<file path="src/rtl/core/srdz_pkg.sv">
// shared types, constants and arithmetic steps for the radial deadzone scaler
package srdz_pkg;

	localparam int RAD_W    = 34;  // sum of two squared q1.16 components
	localparam int ROOT_W   = 17;  // radial magnitude, q.16
	localparam int SQREM_W  = 19;  // square root partial remainder
	localparam int DREM_W   = 17;  // long division partial remainder and divisor
	localparam int COMP_W   = 17;  // one normalised component, q1.16
	localparam int S_QBITS  = 31;  // rescaled magnitude quotient bits below the cap
	localparam int AX_QBITS = 7;   // axis quotient bits below the clamp

	localparam logic [7:0]  CENTRE     = 8'h80;
	localparam logic [6:0]  AXIS_CLAMP = 7'd127;
	localparam logic [15:0] DZ_RESET   = 16'd6554;
	localparam logic [6:0]  SPAN_RESET = 7'd100;

	typedef enum logic {
		REG_DEADZONE = 1'b0,
		REG_SPAN     = 1'b1
	} reg_idx_t;

	typedef struct packed {
		logic [SQREM_W-1:0] rem;
		logic [ROOT_W-1:0]  root;
	} sq_t;

	typedef struct packed {
		logic [DREM_W-1:0] rem;
		logic              q;
	} dv_t;

	// one digit of the bitwise integer square root
	function automatic sq_t sqrt_step(sq_t cur, logic [1:0] pair);
		logic [SQREM_W+1:0] acc;
		logic [SQREM_W+1:0] trial;
		sq_t nxt;
		acc   = {cur.rem, pair};
		trial = {2'b00, cur.root, 2'b01};
		if (acc >= trial) begin
			nxt.rem  = SQREM_W'(acc - trial);
			nxt.root = {cur.root[ROOT_W-2:0], 1'b1};
		end else begin
			nxt.rem  = acc[SQREM_W-1:0];
			nxt.root = {cur.root[ROOT_W-2:0], 1'b0};
		end
		return nxt;
	endfunction

	// one quotient bit of restoring long division
	function automatic dv_t div_step(logic [DREM_W-1:0] rem, logic nbit, logic [DREM_W-1:0] den);
		logic [DREM_W:0] acc;
		dv_t nxt;
		acc = {rem, nbit};
		if (acc >= {1'b0, den}) begin
			nxt.rem = DREM_W'(acc - {1'b0, den});
			nxt.q   = 1'b1;
		end else begin
			nxt.rem = acc[DREM_W-1:0];
			nxt.q   = 1'b0;
		end
		return nxt;
	endfunction

endpackage

</file>
<file path="src/rtl/core/srdz_div.sv">
// pipelined restoring long division, lanes share one divisor
module srdz_div #(
	parameter int LANES  = 1,
	parameter int QBITS  = 8,
	parameter int STEPS  = 4,
	parameter int SIDE_W = 1
) (
	input  logic                                         clk,
	input  logic                                         arst_n,
	input  logic                                         en,
	input  logic                                         in_valid,
	input  logic [srdz_pkg::DREM_W-1:0]                  den,
	input  logic [LANES-1:0][srdz_pkg::DREM_W-1:0]       rem0,
	input  logic [LANES-1:0][QBITS-1:0]                  num,
	input  logic [SIDE_W-1:0]                            side_in,
	output logic                                         out_valid,
	output logic [LANES-1:0][QBITS-1:0]                  quo,
	output logic [SIDE_W-1:0]                            side_out
);

	localparam int DW  = srdz_pkg::DREM_W;
	localparam int NST = (QBITS + STEPS - 1) / STEPS;

	logic [NST:1]                   v_s;
	logic [LANES-1:0][QBITS-1:0]    quo_s  [1:NST];
	logic [SIDE_W-1:0]              side_s [1:NST];
	logic [LANES-1:0][DW-1:0]       rem_s  [1:NST-1];
	logic [LANES-1:0][QBITS-1:0]    num_s  [1:NST-1];
	logic [DW-1:0]                  den_s  [1:NST-1];

	for (genvar gi = 0; gi < NST; gi++) begin : g_st
		logic [LANES-1:0][DW-1:0]    rem_c;
		logic [LANES-1:0][QBITS-1:0] num_c;
		logic [LANES-1:0][QBITS-1:0] quo_c;
		logic [DW-1:0]               den_c;
		logic                        v_c;
		logic [SIDE_W-1:0]           side_c;
		logic [LANES-1:0][DW-1:0]    rem_n;
		logic [LANES-1:0][QBITS-1:0] num_n;
		logic [LANES-1:0][QBITS-1:0] quo_n;

		if (gi == 0) begin : g_in
			assign rem_c  = rem0;
			assign num_c  = num;
			assign quo_c  = '0;
			assign den_c  = den;
			assign v_c    = in_valid;
			assign side_c = side_in;
		end else begin : g_mid
			assign rem_c  = rem_s[gi];
			assign num_c  = num_s[gi];
			assign quo_c  = quo_s[gi];
			assign den_c  = den_s[gi];
			assign v_c    = v_s[gi];
			assign side_c = side_s[gi];
		end

		always_comb begin
			srdz_pkg::dv_t d;
			rem_n = rem_c;
			num_n = num_c;
			quo_n = quo_c;
			for (int j = 0; j < STEPS; j++) begin
				if (gi * STEPS + j < QBITS) begin
					for (int l = 0; l < LANES; l++) begin
						d        = srdz_pkg::div_step(rem_n[l], num_n[l][QBITS-1], den_c);
						rem_n[l] = d.rem;
						num_n[l] = {num_n[l][QBITS-2:0], 1'b0};
						quo_n[l] = {quo_n[l][QBITS-2:0], d.q};
					end
				end
			end
		end

		always_ff @(posedge clk or negedge arst_n) begin
			if (!arst_n) begin
				v_s[gi+1] <= 1'b0;
			end else if (en) begin
				v_s[gi+1] <= v_c;
			end
		end

		always_ff @(posedge clk) begin
			if (en) begin
				quo_s[gi+1]  <= quo_n;
				side_s[gi+1] <= side_c;
			end
		end

		if (gi < NST - 1) begin : g_work
			always_ff @(posedge clk) begin
				if (en) begin
					rem_s[gi+1] <= rem_n;
					num_s[gi+1] <= num_n;
					den_s[gi+1] <= den_c;
				end
			end
		end
	end

	assign out_valid = v_s[NST];
	assign quo       = quo_s[NST];
	assign side_out  = side_s[NST];

endmodule

</file>
<file path="config.mk">
export PLATFORM = sky130hd
export DESIGN_NAME = srdz_div
export DESIGN_NICKNAME = d
export VERILOG_FILES = /design/src/rtl/core/srdz_pkg.sv /design/src/rtl/core/srdz_div.sv
export SDC_FILE = /design/constraint.sdc
export NUM_CORES = 1
export LEC_CHECK = 0
export CORE_UTILIZATION = 49
export CTS_CLUSTER_SIZE = 8
export DETAILED_ROUTE_END_ITERATION = 10
export DONT_BUFFER_PORTS = 1
export MAX_ROUTING_LAYER = met4
export PLACE_DENSITY_LB_ADDON = 0.25
export SYNTH_ARGS = -nofsm -noshare
export SYNTH_HDL_FRONTEND = slang
export SYNTH_SLANG_ARGS = --single-unit
</file>
<file path="constraint.sdc">
create_clock -name clk -period 20.4 [get_ports clk]
set_input_delay 5.1 -clock clk [delete_from_list [all_inputs] [get_ports clk]]
set_output_delay 5.1 -clock clk [all_outputs]
set_load 0.1 [all_outputs]
</file>
==> reports/qor.txt <==
Fillers -> 1733
top-area cell type share of the netlist area -> 0.186
Post-synth EDFFs -> 52
Initial Utilization -> 0.503
max-cap viol count -> 0
most frequent cells in the layout -> ha_1, a21oi_1, nor2_1, inv_1, nand2_1
Post-Syn Instances -> 1069
IO Pins -> 57
Syn Nets -> 1259
register area share after synthesis -> 0.176
Synth Cell Area -> 9140 sq um
Hold Vio Cnt, Final -> 0
clock latency on the worst-skew pair -> 310 ps
CP top delay family -> compound AO/OA/AOI/OAI gates
Die Y -> 139 um
failing checks -> DRC
unrepaired setup endpoints after global routing -> no
CP Buf/Inv Count -> 5
final setup violation count -> 0
grt ovf -> 0
gpl congestion -> 0.928
cell mode on critical path -> o21ai_0
Num Clock Sinks -> 54
largest net degree at the start of global routing -> 55
slowest CP cell -> o21ai_4
nature of the critical path endpoint -> flip-flop
max incr delay on CP -> 620 ps
vias in the first global route -> 7706
CTS Buf Count -> 5
Setup crit start -> num[7]
number of port buffers -> 0
DR vias/cell -> 6.03
post-CTS sizing -> 0
Area contributors post-synth -> ha_1, edfxtp_1, mux2_2, xnor2_1, a21oi_1
Residual DRC -> 2
outcome -> finished with violations
pre-CTS WS -> 5060 ps
Worst-Margin Slew -> 928 ps
Data required, critical path -> 20450 ps
Fin Setup TNS -> 0 ps
Unique masters post-synth -> 86
initial antenna violation count -> 0
per-cell routed wire length -> 16.9 um
syn_area_per_cell -> 8.55 sq um
final wirelength -> 21700 um
number of synthesis warnings -> 0
first-pass GRT wire length -> 36100 um
Seq cells post-synth -> 54
Routed Antenna Nets -> 0
Site Rows -> 49
final setup margin -> 5290 ps
share of layout cells above drive strength 1 -> 0.0963
maximum fanout along the worst path -> 22
multi-input gate area in the final layout -> 7110 sq um
Max Fclk -> 0.0662 GHz
relative max-transition margin -> 0.383
Final Cell Area -> 9480 sq um
gr usage total -> 0.237
layout overhead on the synthesized area -> 3.82%
CP Class -> primary input to flip-flop
chip width -> 139 um
max-slew violation count -> 0
clock-pin slew on the worst setup and hold paths -> 80 ps
die area -> 19200 sq um
CTS max path bufs -> 2
commonest register cell after synthesis -> edfxtp_1
Async S/R FF share, synth -> 0.0370
Critical Path AT -> 15160 ps
reg2reg start -> den_s[1][0]
fin crit period -> 15110 ps
period utilization -> 0.741
TritonCTS clock tree -> done
Fin Hold WS -> 417 ps
via count -> 7761
ANT cells -> 0
clock skew -> 12.7 ps
Placed Instance Area -> 9310 sq um
hold_buf cts -> 0
Post-DP HPWL -> 18300 um
hold path start -> side_s[1]
Root Buffer -> clkbuf_16
Synth area leader -> ha_1
most common cell after layout, fill and taps aside -> ha_1
Final Net Count -> 1248
Core Area -> 18100 sq um
DRT Pass-1 Iters -> 8
postcts setup bufs -> 0
Sequential Area -> 1610 sq um
depth of the CTS H-tree -> 2
Min-Delay Path Class -> flip-flop to flip-flop
critical path launch point type -> primary input
initial DRC count -> 367
[final timing paths]
path | cells after the start | slack (ps) | end
max | 42 | 5290 | rem_s[1][2]
min | 0 | 420 | side_s[2]
max reg2reg | 42 | 9820 | quo_s[2][0]
min reg2reg | 0 | 420 | side_s[2]
max in group asynchronous | 0 | 15850 | g_st[1].v_c
min in group asynchronous | 0 | 4480 | out_valid
[through the flow]
step,instances,util
after floorplan,1069,-
after global routing,1288,0.523
after detailed placement,1280,0.513
final,1288,0.523
after global placement,1280,0.513
after CTS,1288,0.523
[cell usage after synthesis (4+ instances only)]
library cell and number:
or3_1 6, a21o_1 35, nand2b_1 13, a211oi_1 7, nor3_1 23, nand3_1 22
a21oi_1 93, nand4_1 19, o21ai_0 67, nor2_1 82, a21boi_0 8, a31oi_1 16
ha_1 136, fa_1 7, o2111ai_1 5, or2_2 4, o21bai_1 7, a211o_1 8
xor2_1 24, o31ai_1 7, and2_1 7, and3_1 6, nor2b_1 18, nor3b_1 5
mux2_2 46, buf_6 6, nor4_1 5, xnor2_1 55, nand2_1 71, mux2_4 15
edfxtp_1 52, o21a_1 17, mux2i_1 14, clkbuf_1 10, mux2_1 7, o21ai_1 4
inv_1 72
[registers in the layout, indices dropped and copies added, names as in the netlist]
signal and cells:
den_s 17, rem_s 17, quo_s 12, num_s 4, side_s 2, g_st.v_c 1
out_valid 1
[final cells by class]
| class | instances | area share |
|---|---|---|
| sequential | 54 | 0.170 |
| clock inverter | 3 | 0.00515 |
| multi-input combinational | 920 | 0.749 |
| tap | 229 | 0.0302 |
| inverter | 75 | 0.0305 |
| clock buffer | 5 | 0.0132 |
| timing repair buffer | 2 | 0.00158 |
[logic make-up (layout without fill, tap and decap cells)]
kind of cell	count (synthesis)	after routing	share of synthesized area
AO/OA/AOI/OAI	322	322	0.236
XOR/XNOR	79	79	0.0757
adder cells (fa/ha/maj)	143	143	0.202
buffers and inverters	95	85	0.0459
flip-flops	54	54	0.176
multiplexers	82	82	0.105
AND/OR/NAND/NOR	294	294	0.159
[layer usage]
| layer | vias up | share of wire | track usage |
|---|---|---|---|
| met5 | - | 0 | - |
| met4 | 0 | 0.034 | 0.103 |
| met3 | 47 | 0.024 | 0.0166 |
| met2 | 156 | 0.50 | 0.431 |
| met1 | 3594 | 0.44 | 0.268 |
| li1 | 3964 | - | - |
Power is left out: the tool's default activity adds up to more than one toggle a clock period on the data nets, which glitch-free logic cannot reach.
