File: src/rtl/core/srdz_pkg.sv
// shared types, constants and arithmetic steps for the radial deadzone scaler
package srdz_pkg;

	localparam int RAD_W    = 34;  // sum of two squared q1.16 components
	localparam int ROOT_W   = 17;  // radial magnitude, q.16
	localparam int SQREM_W  = 19;  // square root partial remainder
	localparam int DREM_W   = 17;  // long division partial remainder and divisor
	localparam int COMP_W   = 17;  // one normalised component, q1.16
	localparam int S_QBITS  = 31;  // rescaled magnitude quotient bits below the cap
	localparam int AX_QBITS = 7;   // axis quotient bits below the clamp

	localparam logic [7:0]  CENTRE     = 8'h80;
	localparam logic [6:0]  AXIS_CLAMP = 7'd127;
	localparam logic [15:0] DZ_RESET   = 16'd6554;
	localparam logic [6:0]  SPAN_RESET = 7'd100;

	typedef enum logic {
		REG_DEADZONE = 1'b0,
		REG_SPAN     = 1'b1
	} reg_idx_t;

	typedef struct packed {
		logic [SQREM_W-1:0] rem;
		logic [ROOT_W-1:0]  root;
	} sq_t;

	typedef struct packed {
		logic [DREM_W-1:0] rem;
		logic              q;
	} dv_t;

	// one digit of the bitwise integer square root
	function automatic sq_t sqrt_step(sq_t cur, logic [1:0] pair);
		logic [SQREM_W+1:0] acc;
		logic [SQREM_W+1:0] trial;
		sq_t nxt;
		acc   = {cur.rem, pair};
		trial = {2'b00, cur.root, 2'b01};
		if (acc >= trial) begin
			nxt.rem  = SQREM_W'(acc - trial);
			nxt.root = {cur.root[ROOT_W-2:0], 1'b1};
		end else begin
			nxt.rem  = acc[SQREM_W-1:0];
			nxt.root = {cur.root[ROOT_W-2:0], 1'b0};
		end
		return nxt;
	endfunction

	// one quotient bit of restoring long division
	function automatic dv_t div_step(logic [DREM_W-1:0] rem, logic nbit, logic [DREM_W-1:0] den);
		logic [DREM_W:0] acc;
		dv_t nxt;
		acc = {rem, nbit};
		if (acc >= {1'b0, den}) begin
			nxt.rem = DREM_W'(acc - {1'b0, den});
			nxt.q   = 1'b1;
		end else begin
			nxt.rem = acc[DREM_W-1:0];
			nxt.q   = 1'b0;
		end
		return nxt;
	endfunction

endpackage

File: src/rtl/core/srdz_sqrt.sv
// pipelined integer square root, a few digits per stage
module srdz_sqrt #(
	parameter int STEPS  = 2,
	parameter int SIDE_W = 1
) (
	input  logic                              clk,
	input  logic                              arst_n,
	input  logic                              en,
	input  logic                              in_valid,
	input  logic [srdz_pkg::RAD_W-1:0]        rad,
	input  logic [SIDE_W-1:0]                 side_in,
	output logic                              out_valid,
	output logic [srdz_pkg::ROOT_W-1:0]       root,
	output logic [SIDE_W-1:0]                 side_out
);

	localparam int RW  = srdz_pkg::ROOT_W;
	localparam int AW  = srdz_pkg::RAD_W;
	localparam int NST = (RW + STEPS - 1) / STEPS;

	logic [NST:1]       v_s;
	srdz_pkg::sq_t      sq_s   [1:NST];
	logic [SIDE_W-1:0]  side_s [1:NST];
	logic [AW-1:0]      rad_s  [1:NST-1];

	for (genvar gi = 0; gi < NST; gi++) begin : g_st
		logic [AW-1:0]     rad_c;
		srdz_pkg::sq_t     sq_c;
		logic              v_c;
		logic [SIDE_W-1:0] side_c;
		logic [AW-1:0]     rad_n;
		srdz_pkg::sq_t     sq_n;

		if (gi == 0) begin : g_in
			assign rad_c  = rad;
			assign sq_c   = '0;
			assign v_c    = in_valid;
			assign side_c = side_in;
		end else begin : g_mid
			assign rad_c  = rad_s[gi];
			assign sq_c   = sq_s[gi];
			assign v_c    = v_s[gi];
			assign side_c = side_s[gi];
		end

		always_comb begin
			rad_n = rad_c;
			sq_n  = sq_c;
			for (int j = 0; j < STEPS; j++) begin
				if (gi * STEPS + j < RW) begin
					sq_n  = srdz_pkg::sqrt_step(sq_n, rad_n[AW-1:AW-2]);
					rad_n = {rad_n[AW-3:0], 2'b00};
				end
			end
		end

		always_ff @(posedge clk or negedge arst_n) begin
			if (!arst_n) begin
				v_s[gi+1] <= 1'b0;
			end else if (en) begin
				v_s[gi+1] <= v_c;
			end
		end

		always_ff @(posedge clk) begin
			if (en) begin
				sq_s[gi+1]   <= sq_n;
				side_s[gi+1] <= side_c;
			end
		end

		if (gi < NST - 1) begin : g_rad
			always_ff @(posedge clk) begin
				if (en) begin
					rad_s[gi+1] <= rad_n;
				end
			end
		end
	end

	assign out_valid = v_s[NST];
	assign root      = sq_s[NST].root;
	assign side_out  = side_s[NST];

endmodule

File: config.mk
export PLATFORM = sky130hd
export DESIGN_NAME = srdz_sqrt
export DESIGN_NICKNAME = d
export VERILOG_FILES = /design/src/rtl/core/srdz_pkg.sv /design/src/rtl/core/srdz_sqrt.sv
export SDC_FILE = /design/constraint.sdc
export NUM_CORES = 1
export LEC_CHECK = 0
export BUFFER_PORTS_ARGS = -buffer_cell sky130_fd_sc_hd__buf_2
export CORE_MARGIN = 2
export CORE_UTILIZATION = 53
export DETAILED_ROUTE_END_ITERATION = 8
export HOLD_SLACK_MARGIN = 0.12
export PLACE_DENSITY_LB_ADDON = 0.08
export SLEW_MARGIN = 25
export SYNTH_ARGS = -nofsm -noshare
export SYNTH_HDL_FRONTEND = slang
export SYNTH_SLANG_ARGS = --single-unit
File: constraint.sdc
create_clock -name clk -period 6 [get_ports clk]
set_clock_uncertainty 0.05 [all_clocks]
set_input_delay 0.6 -clock clk [delete_from_list [all_inputs] [get_ports clk]]
set_output_delay 0.6 -clock clk [all_outputs]
set_load 0.02 [all_outputs]
==> results of run 1 <==
-- worst max-delay path, delay by kind of cell (launching register included) --
kind            cells  cell delay [ns]
simple gates        5             1.25
flops               1             0.45
fa+ha+maj           2             0.76
compound gates      8             1.92
mux                 1             0.36
buf+inv             4             0.66
-- sequential cells by signal, summed over array words and instances, names as in the netlist --
register / count
g_st.v_c: 8
out_valid: 1
rad_s: 128
side_s: 9
sq_s: 232
-- timing repair --
action / in CTS / in global routing
hold buffers: 12 / 0
gates resized for setup: 0 / 5
hold endpoints to repair: 20 / 0
setup endpoints to repair: 0 / 21
setup buffers: 0 / 8
-- power breakdown --
group	internal [µW]	leakage (µW)	total [µW]	switching, µW
Combinational	1550	0.00603	3600	2050
Clock	1420	0.000642	2440	1020
Sequential	3490	0.00363	3810	319
-- metal layers --
metal | wire length [µm] | vias up
li1 | - | 8343
met1 | 24900 | 7866
met2 | 24100 | 388
met3 | 2490 | 91
met4 | 1290 | 0
met5 | 0 | -
-- final cells by class --
type / count / area share, %
Multi-Input combinational cell: 1591 / 43.1
Clock buffer: 50 / 4.19
Antenna cell: 1 / 0.00970
Clock inverter: 23 / 0.810
Sequential cell: 378 / 43.8
Tap cell: 585 / 2.84
Inverter: 161 / 2.36
Timing Repair Buffer: 106 / 2.88
-- placed cells by master, fill, tap and decap left out, drive strengths merged, types with 20 or more instances in the layout --
cell type  instances
xor2              62
or3               30
nand2b            28
clkbuf            50
nor2             189
ha               168
inv              159
nand2            113
edfxtp           369
o31ai             23
nor3              58
nor2b             28
mux2              42
clkinv            21
o21ai            105
nand3             45
o21a              35
buf               94
nor4              23
a31oi             20
a21oi            173
xnor2            123
a21o              51
nand4             31
-- worst paths after layout --
kind | depth (start not counted) | end
worst max-delay path | 20 | sq_s[0][236]$_DFFE_PP_
worst min-delay path | 1 | rad_s[0][47]$_DFFE_PP_
worst max register to register | 20 | sq_s[0][236]$_DFFE_PP_
worst min register to register | 0 | rad_s[0][115]$_DFFE_PP_
max in group asynchronous | 2 | g_st[7].v_c$_DFFE_PN0P_
min in group asynchronous | 2 | g_st[6].v_c$_DFFE_PN0P_
-- through the flow --
stage                     total power [µW]  utilization, %  cell area [µm²]  instances
after detailed placement              7390            56.3            24300       2801
after floorplan                       6460               -            23200       2174
after CTS                             9880            59.5            25700       2886
after global routing                 10500            59.8            25800       2894
final                                 9850            59.8            25800       2895
after global placement                7340            56.3            24300       2801
-- logic make-up after synthesis --
kind of cell,after synthesis,synth area share [%]
and+or+nand+nor,637,14.1
AOI/OAI and AO/OA,543,15.1
DFF,378,48.8
buffers and inverters,205,3.41
xor gates and xnor gates,185,6.99
adders and majority gates,168,9.07
muxes,55,2.60
other,1,0.0162
==> impl_metrics.tcl, run 1 <==
set metrics [dict create \
    slew_headroom_pct 36.8 \
    busiest_layer "met2" \
    rrSetupSlack_ns 0.29 \
    syn_inst 2172 \
    via_per_inst 5.76 \
    grt_pass1_vias 16143 \
    fin_crit_ns 5.71 \
    end_kind "register" \
    drv_slew 0 \
    yosys.area.top_type "edfxtp_1" \
    synth_top_cell_area_share_pct 47.8 \
    fmax_ghz 0.175 \
    crit_chain "inv_1 > ha_1 > a21oi_1 > o221ai_1 > a211o_1 > or2_2 > clkinv_1 > buf_4 > o21ai_0 > ha_1 > a21oi_1 > nor2b_1 > o21ai_0 > a21oi_1 > o31ai_1 > nand3_2 > nor4_4 > and2_1 > clkinvlp_4 > mux2_2" \
    io_pins 58 \
    report.final.hold_viol_count 0 \
    postSynthAreaPerCell_um2 10.7 \
    cts_root_buffer "clkbuf_16" \
    multi_input_area_mm2 0.0111 \
    synthFlopType "edfxtp_1" \
    htreeDepth 2 \
    rr_startpoint "sq_s[0][186]$_DFFE_PP_" \
    dp_hpwl_um 40000 \
    place_congestion 0.901 \
    vias 16688 \
    yosysWarnings 0 \
    firstDrtPassIters 5 \
    worst_path_max_delay_cell "edfxtp_1" \
    cts_tree "yes" \
    wl_per_cell_um 18.2 \
    clk_pin_slew_ns 0.06 \
    ant_nets 0 \
    syn_area_mm2 0.0232 \
    cp_data_arrival_time_ns 5.97 \
    grtUsageMet2_pct 37.0 \
    yosys.cell_types.count 84 \
    cts_buffers 41 \
    nNetsFinal 2486 \
    critPathLaunchType "register" \
    met3_usage_pct 4.16 \
    leakage_uw 0.0103 \
    use_met1_pct 32.9 \
    min_from "rad[17]" \
    synth-seq-area-share_pct 48.8 \
    worst-path-max-fanout 16 \
    async_flop_share_pct 2.38 \
    dpl_worst_slack_ns 0.0859 \
    critPathKind "register to register" \
    gr-total-overflow 0 \
    routed_wl_um 52800 \
    fin_ws_ns 0.288 \
    ir_drop_mv 0.240 \
    drc 0 \
    core_mm2 0.0432 \
    cp_common_cell "a21oi_1" \
    rows 76 \
    die_area_mm2 0.0454 \
    tns_ns 0 \
    port_buffers 57 \
    clock_latency_ns 0.58 \
    min_period_over_period_pct 95.2 \
    holdWs_ns 0.152 \
    synth_common_cells "edfxtp_1, nor2_1, a21oi_1" \
    grt_pass1_wl_um 83700 \
    drt-initial-drc-count 1399 \
    area_growth_syn_to_layout_pct 11.3 \
    yosysMostFrequentCell "edfxtp_1" \
    power_density_mw_per_mm2 382 \
    clkSinkCount 378 \
    die-height_um 213 \
    ys_top_cells_by_area "edfxtp_1, ha_1, xnor2_1" \
    cpPeakStageDelay_ns 0.45 \
    grt_max_degree 156 \
    worst_pin_slew_ns 0.936 \
    cp.required_ns 6.26 \
    setup_viol 0 \
    hold_class "input port to register" \
    cts_buffer_depth 3 \
    crit_path_start "sq_s[0][186]$_DFFE_PP_" \
    antenna_found_initial 0 \
    drv_cap 0 \
    rsz0062_at_grt "false" \
    grt_usage_pct 23.4 \
    final_layout_size_suffix_gt1_share_pct 9.87 \
    nFillCells 3639 \
    outcome "completed" \
    die_w_um 213 \
    synth-seq-cells 378 \
    synth_edf_count 369 \
    initial_core_util_pct 53.7 \
    seq_area_mm2 0.0113 \
]
No activity file was read; power rests on OpenSTA's default activity.
==> run 2, diff against run 1 <==
--- a/config.mk
+++ b/config.mk
@@ -5,6 +5,7 @@
 export SDC_FILE = /design/constraint.sdc
 export NUM_CORES = 1
 export LEC_CHECK = 0
+export ABC_CLOCK_PERIOD_IN_PS = 6400
 export BUFFER_PORTS_ARGS = -buffer_cell sky130_fd_sc_hd__buf_2
 export CORE_MARGIN = 2
 export CORE_UTILIZATION = 53
==> constraint.sdc (replaced) <==
create_clock -name clk -period 6.4 [get_ports clk]
set_clock_uncertainty 0.05 [all_clocks]
set_input_delay 0.64 -clock clk [delete_from_list [all_inputs] [get_ports clk]]
set_output_delay 0.64 -clock clk [all_outputs]
set_load 0.02 [all_outputs]
==> run 2 against run 1 <==
  * Die area is the same
  * Sequential cell count is the same
  * Global-route usage shrank 0.55 points
  * Critical path type unchanged
==> impl_metrics.tcl, run 2 (synthesized netlist as in run 1, its figures left out) <==
set metrics [dict create \
    worst-path-max-fanout 19 \
    power_density_mw_per_mm2 365 \
    drt-initial-drc-count 1152 \
    area_growth_syn_to_layout_pct 10.4 \
    cp.required_ns 6.66 \
    grt_pass1_vias 15827 \
    cp_data_arrival_time_ns 6.18 \
    cts_buffers 41 \
    die-height_um 213 \
    drv_slew 0 \
    vias 16730 \
    antenna_found_initial 0 \
    place_area_mm2 0.0242 \
    grt_max_degree 177 \
    clk_pin_slew_ns 0.06 \
    leakage_uw 0.0102 \
    routed_wl_um 51700 \
    worst_path_max_delay_cell "ha_1" \
    setup_viol 0 \
    via_per_inst 5.84 \
    slew_headroom_pct 37.4 \
    ir_drop_mv 0.264 \
    outcome "completed" \
    fmax_ghz 0.169 \
    critPathKind "register to register" \
    crit_chain "ha_1 > nand3_1 > o221ai_1 > a211o_1 > or2_2 > clkinvlp_4 > nand2_1 > o21ai_0 > ha_1 > nand4_1 > nor3_1 > nand4_1 > nor3b_1 > a32oi_1 > o221ai_1 > nor4_1 > and2_1 > inv_1 > mux2_2" \
    largest_register "sq_s" \
    cts_root_buffer "clkbuf_16" \
    worst_pin_slew_ns 0.924 \
    die_w_um 213 \
    wl_per_cell_um 18.1 \
    nNetsFinal 2456 \
    r2r_cells 19 \
    cpPeakStageDelay_ns 0.47 \
    dp_hpwl_um 39400 \
    top_regs "sq_s: 232 flops, rad_s: 128 flops, side_s: 9 flops" \
    design_area_mm2 0.0256 \
    cts_buffer_depth 3 \
    final_layout_size_suffix_gt1_share_pct 8.96 \
    port_buffers 57 \
    grt_usage_pct 22.9 \
    firstDrtPassIters 6 \
    htreeDepth 2 \
    min_path_cells 1 \
    end_kind "register" \
    largest_register_ffs 232 \
    core_mm2 0.0432 \
    io_pins 58 \
    hold_class "input port to register" \
    clock_latency_ns 0.58 \
    layout_commonest_cell "edfxtp_1" \
    rows 76 \
    fin_crit_ns 5.92 \
    min_period_over_period_pct 92.5 \
    clkSinkCount 378 \
    initial_core_util_pct 53.7 \
    tns_ns 0 \
    place_congestion 0.923 \
    placed_cells 2790 \
    rsz0062_at_grt "false" \
    cts_tree "yes" \
    mostFrequentLayoutCells "edfxtp_1, nor2_1, a21oi_1" \
    n_antenna_cell 0 \
    report.final.hold_viol_count 0 \
    power_uw 9350 \
    drv_cap 0 \
    ant_nets 0 \
    final-instance-count-excl-fill 2863 \
    drc 0 \
    gr-total-overflow 0 \
    die_area_mm2 0.0454 \
    critPathLaunchType "register" \
    grt_pass1_wl_um 82100 \
]
==> run 2: cell types whose count changed in the layout (fill, tap and decap cells not counted), moves of 2 or more <==
cell           delta
bufinv_16         +4
clkinv_2          -7
nand3_1           +2
nand3_2           -2
buf_12            -3
dlygate4sd3_1    -11
buf_4            -16
==> run 2: cell type report <==
type	count	area, µm²
flip-flops and latches	378	11300
fillers	3619	17600
well taps	585	732
inverters	161	608
clock buffers	49	1060
multi-input cells	1591	11100
repair buffers	76	453
clock inverters	23	337
==> run 2: through the flow <==
step / worst slack [ns] / hold WS, ns / util [%]
CTS: 0.322 / 0.143 / 59.3
global route: 0.0446 / 0.150 / 59.3
global placement: 0.320 / 0.350 / 56.0
finish: 0.482 / 0.182 / 59.3
floorplan: 1.04 / 0.294 / -
detailed placement: 0.370 / 0.355 / 56.0
==> run 2: per-layer routing <==
metal  wire length (µm)  share of wire, %  track usage, %
met5                  0                 0               0
met4               1230               2.4            6.75
met3               2410               4.7            2.59
met2              23700                46            36.5
met1              24400                47            33.0
==> run 2: critical path, delay by kind of cell (launching register included) <==
family,cells,cell delay (ns)
mux,1,0.40
buf+inv,2,0.84
simple gates,9,1.94
flops,1,0.45
fa+ha+maj,2,0.85
compound gates,5,1.13
==> run 2: worst paths after layout <==
kind | to | from | slack [ns]
setup / recovery | sq_s[0][236]$_DFFE_PP_ | sq_s[0][206]$_DFFE_PP_ | 0.48
hold / removal | rad_s[0][56]$_DFFE_PP_ | rad[26] | 0.18
setup reg to reg | sq_s[0][236]$_DFFE_PP_ | sq_s[0][206]$_DFFE_PP_ | 0.48
hold reg to reg | rad_s[0][177]$_DFFE_PP_ | rad_s[0][143]$_DFFE_PP_ | 0.35
max in group asynchronous | g_st[5].v_c$_DFFE_PN0P_ | arst_n | 5.73
min in group asynchronous | g_st[1].v_c$_DFFE_PN0P_ | arst_n | 0.39
==> run 2: where the power goes <==
part           internal (µW)  switching [µW]  leakage [µW]
Sequential              3270             283       0.00363
Combinational           1430            1930       0.00586
Clock                   1470             960      0.000677
==> run 2: repair_timing <==
item,CTS,global route
setup endpoints to repair,0,6
hold endpoints to repair,9,0
gates resized for setup,0,1
hold buffers,1,0
setup buffers,0,0
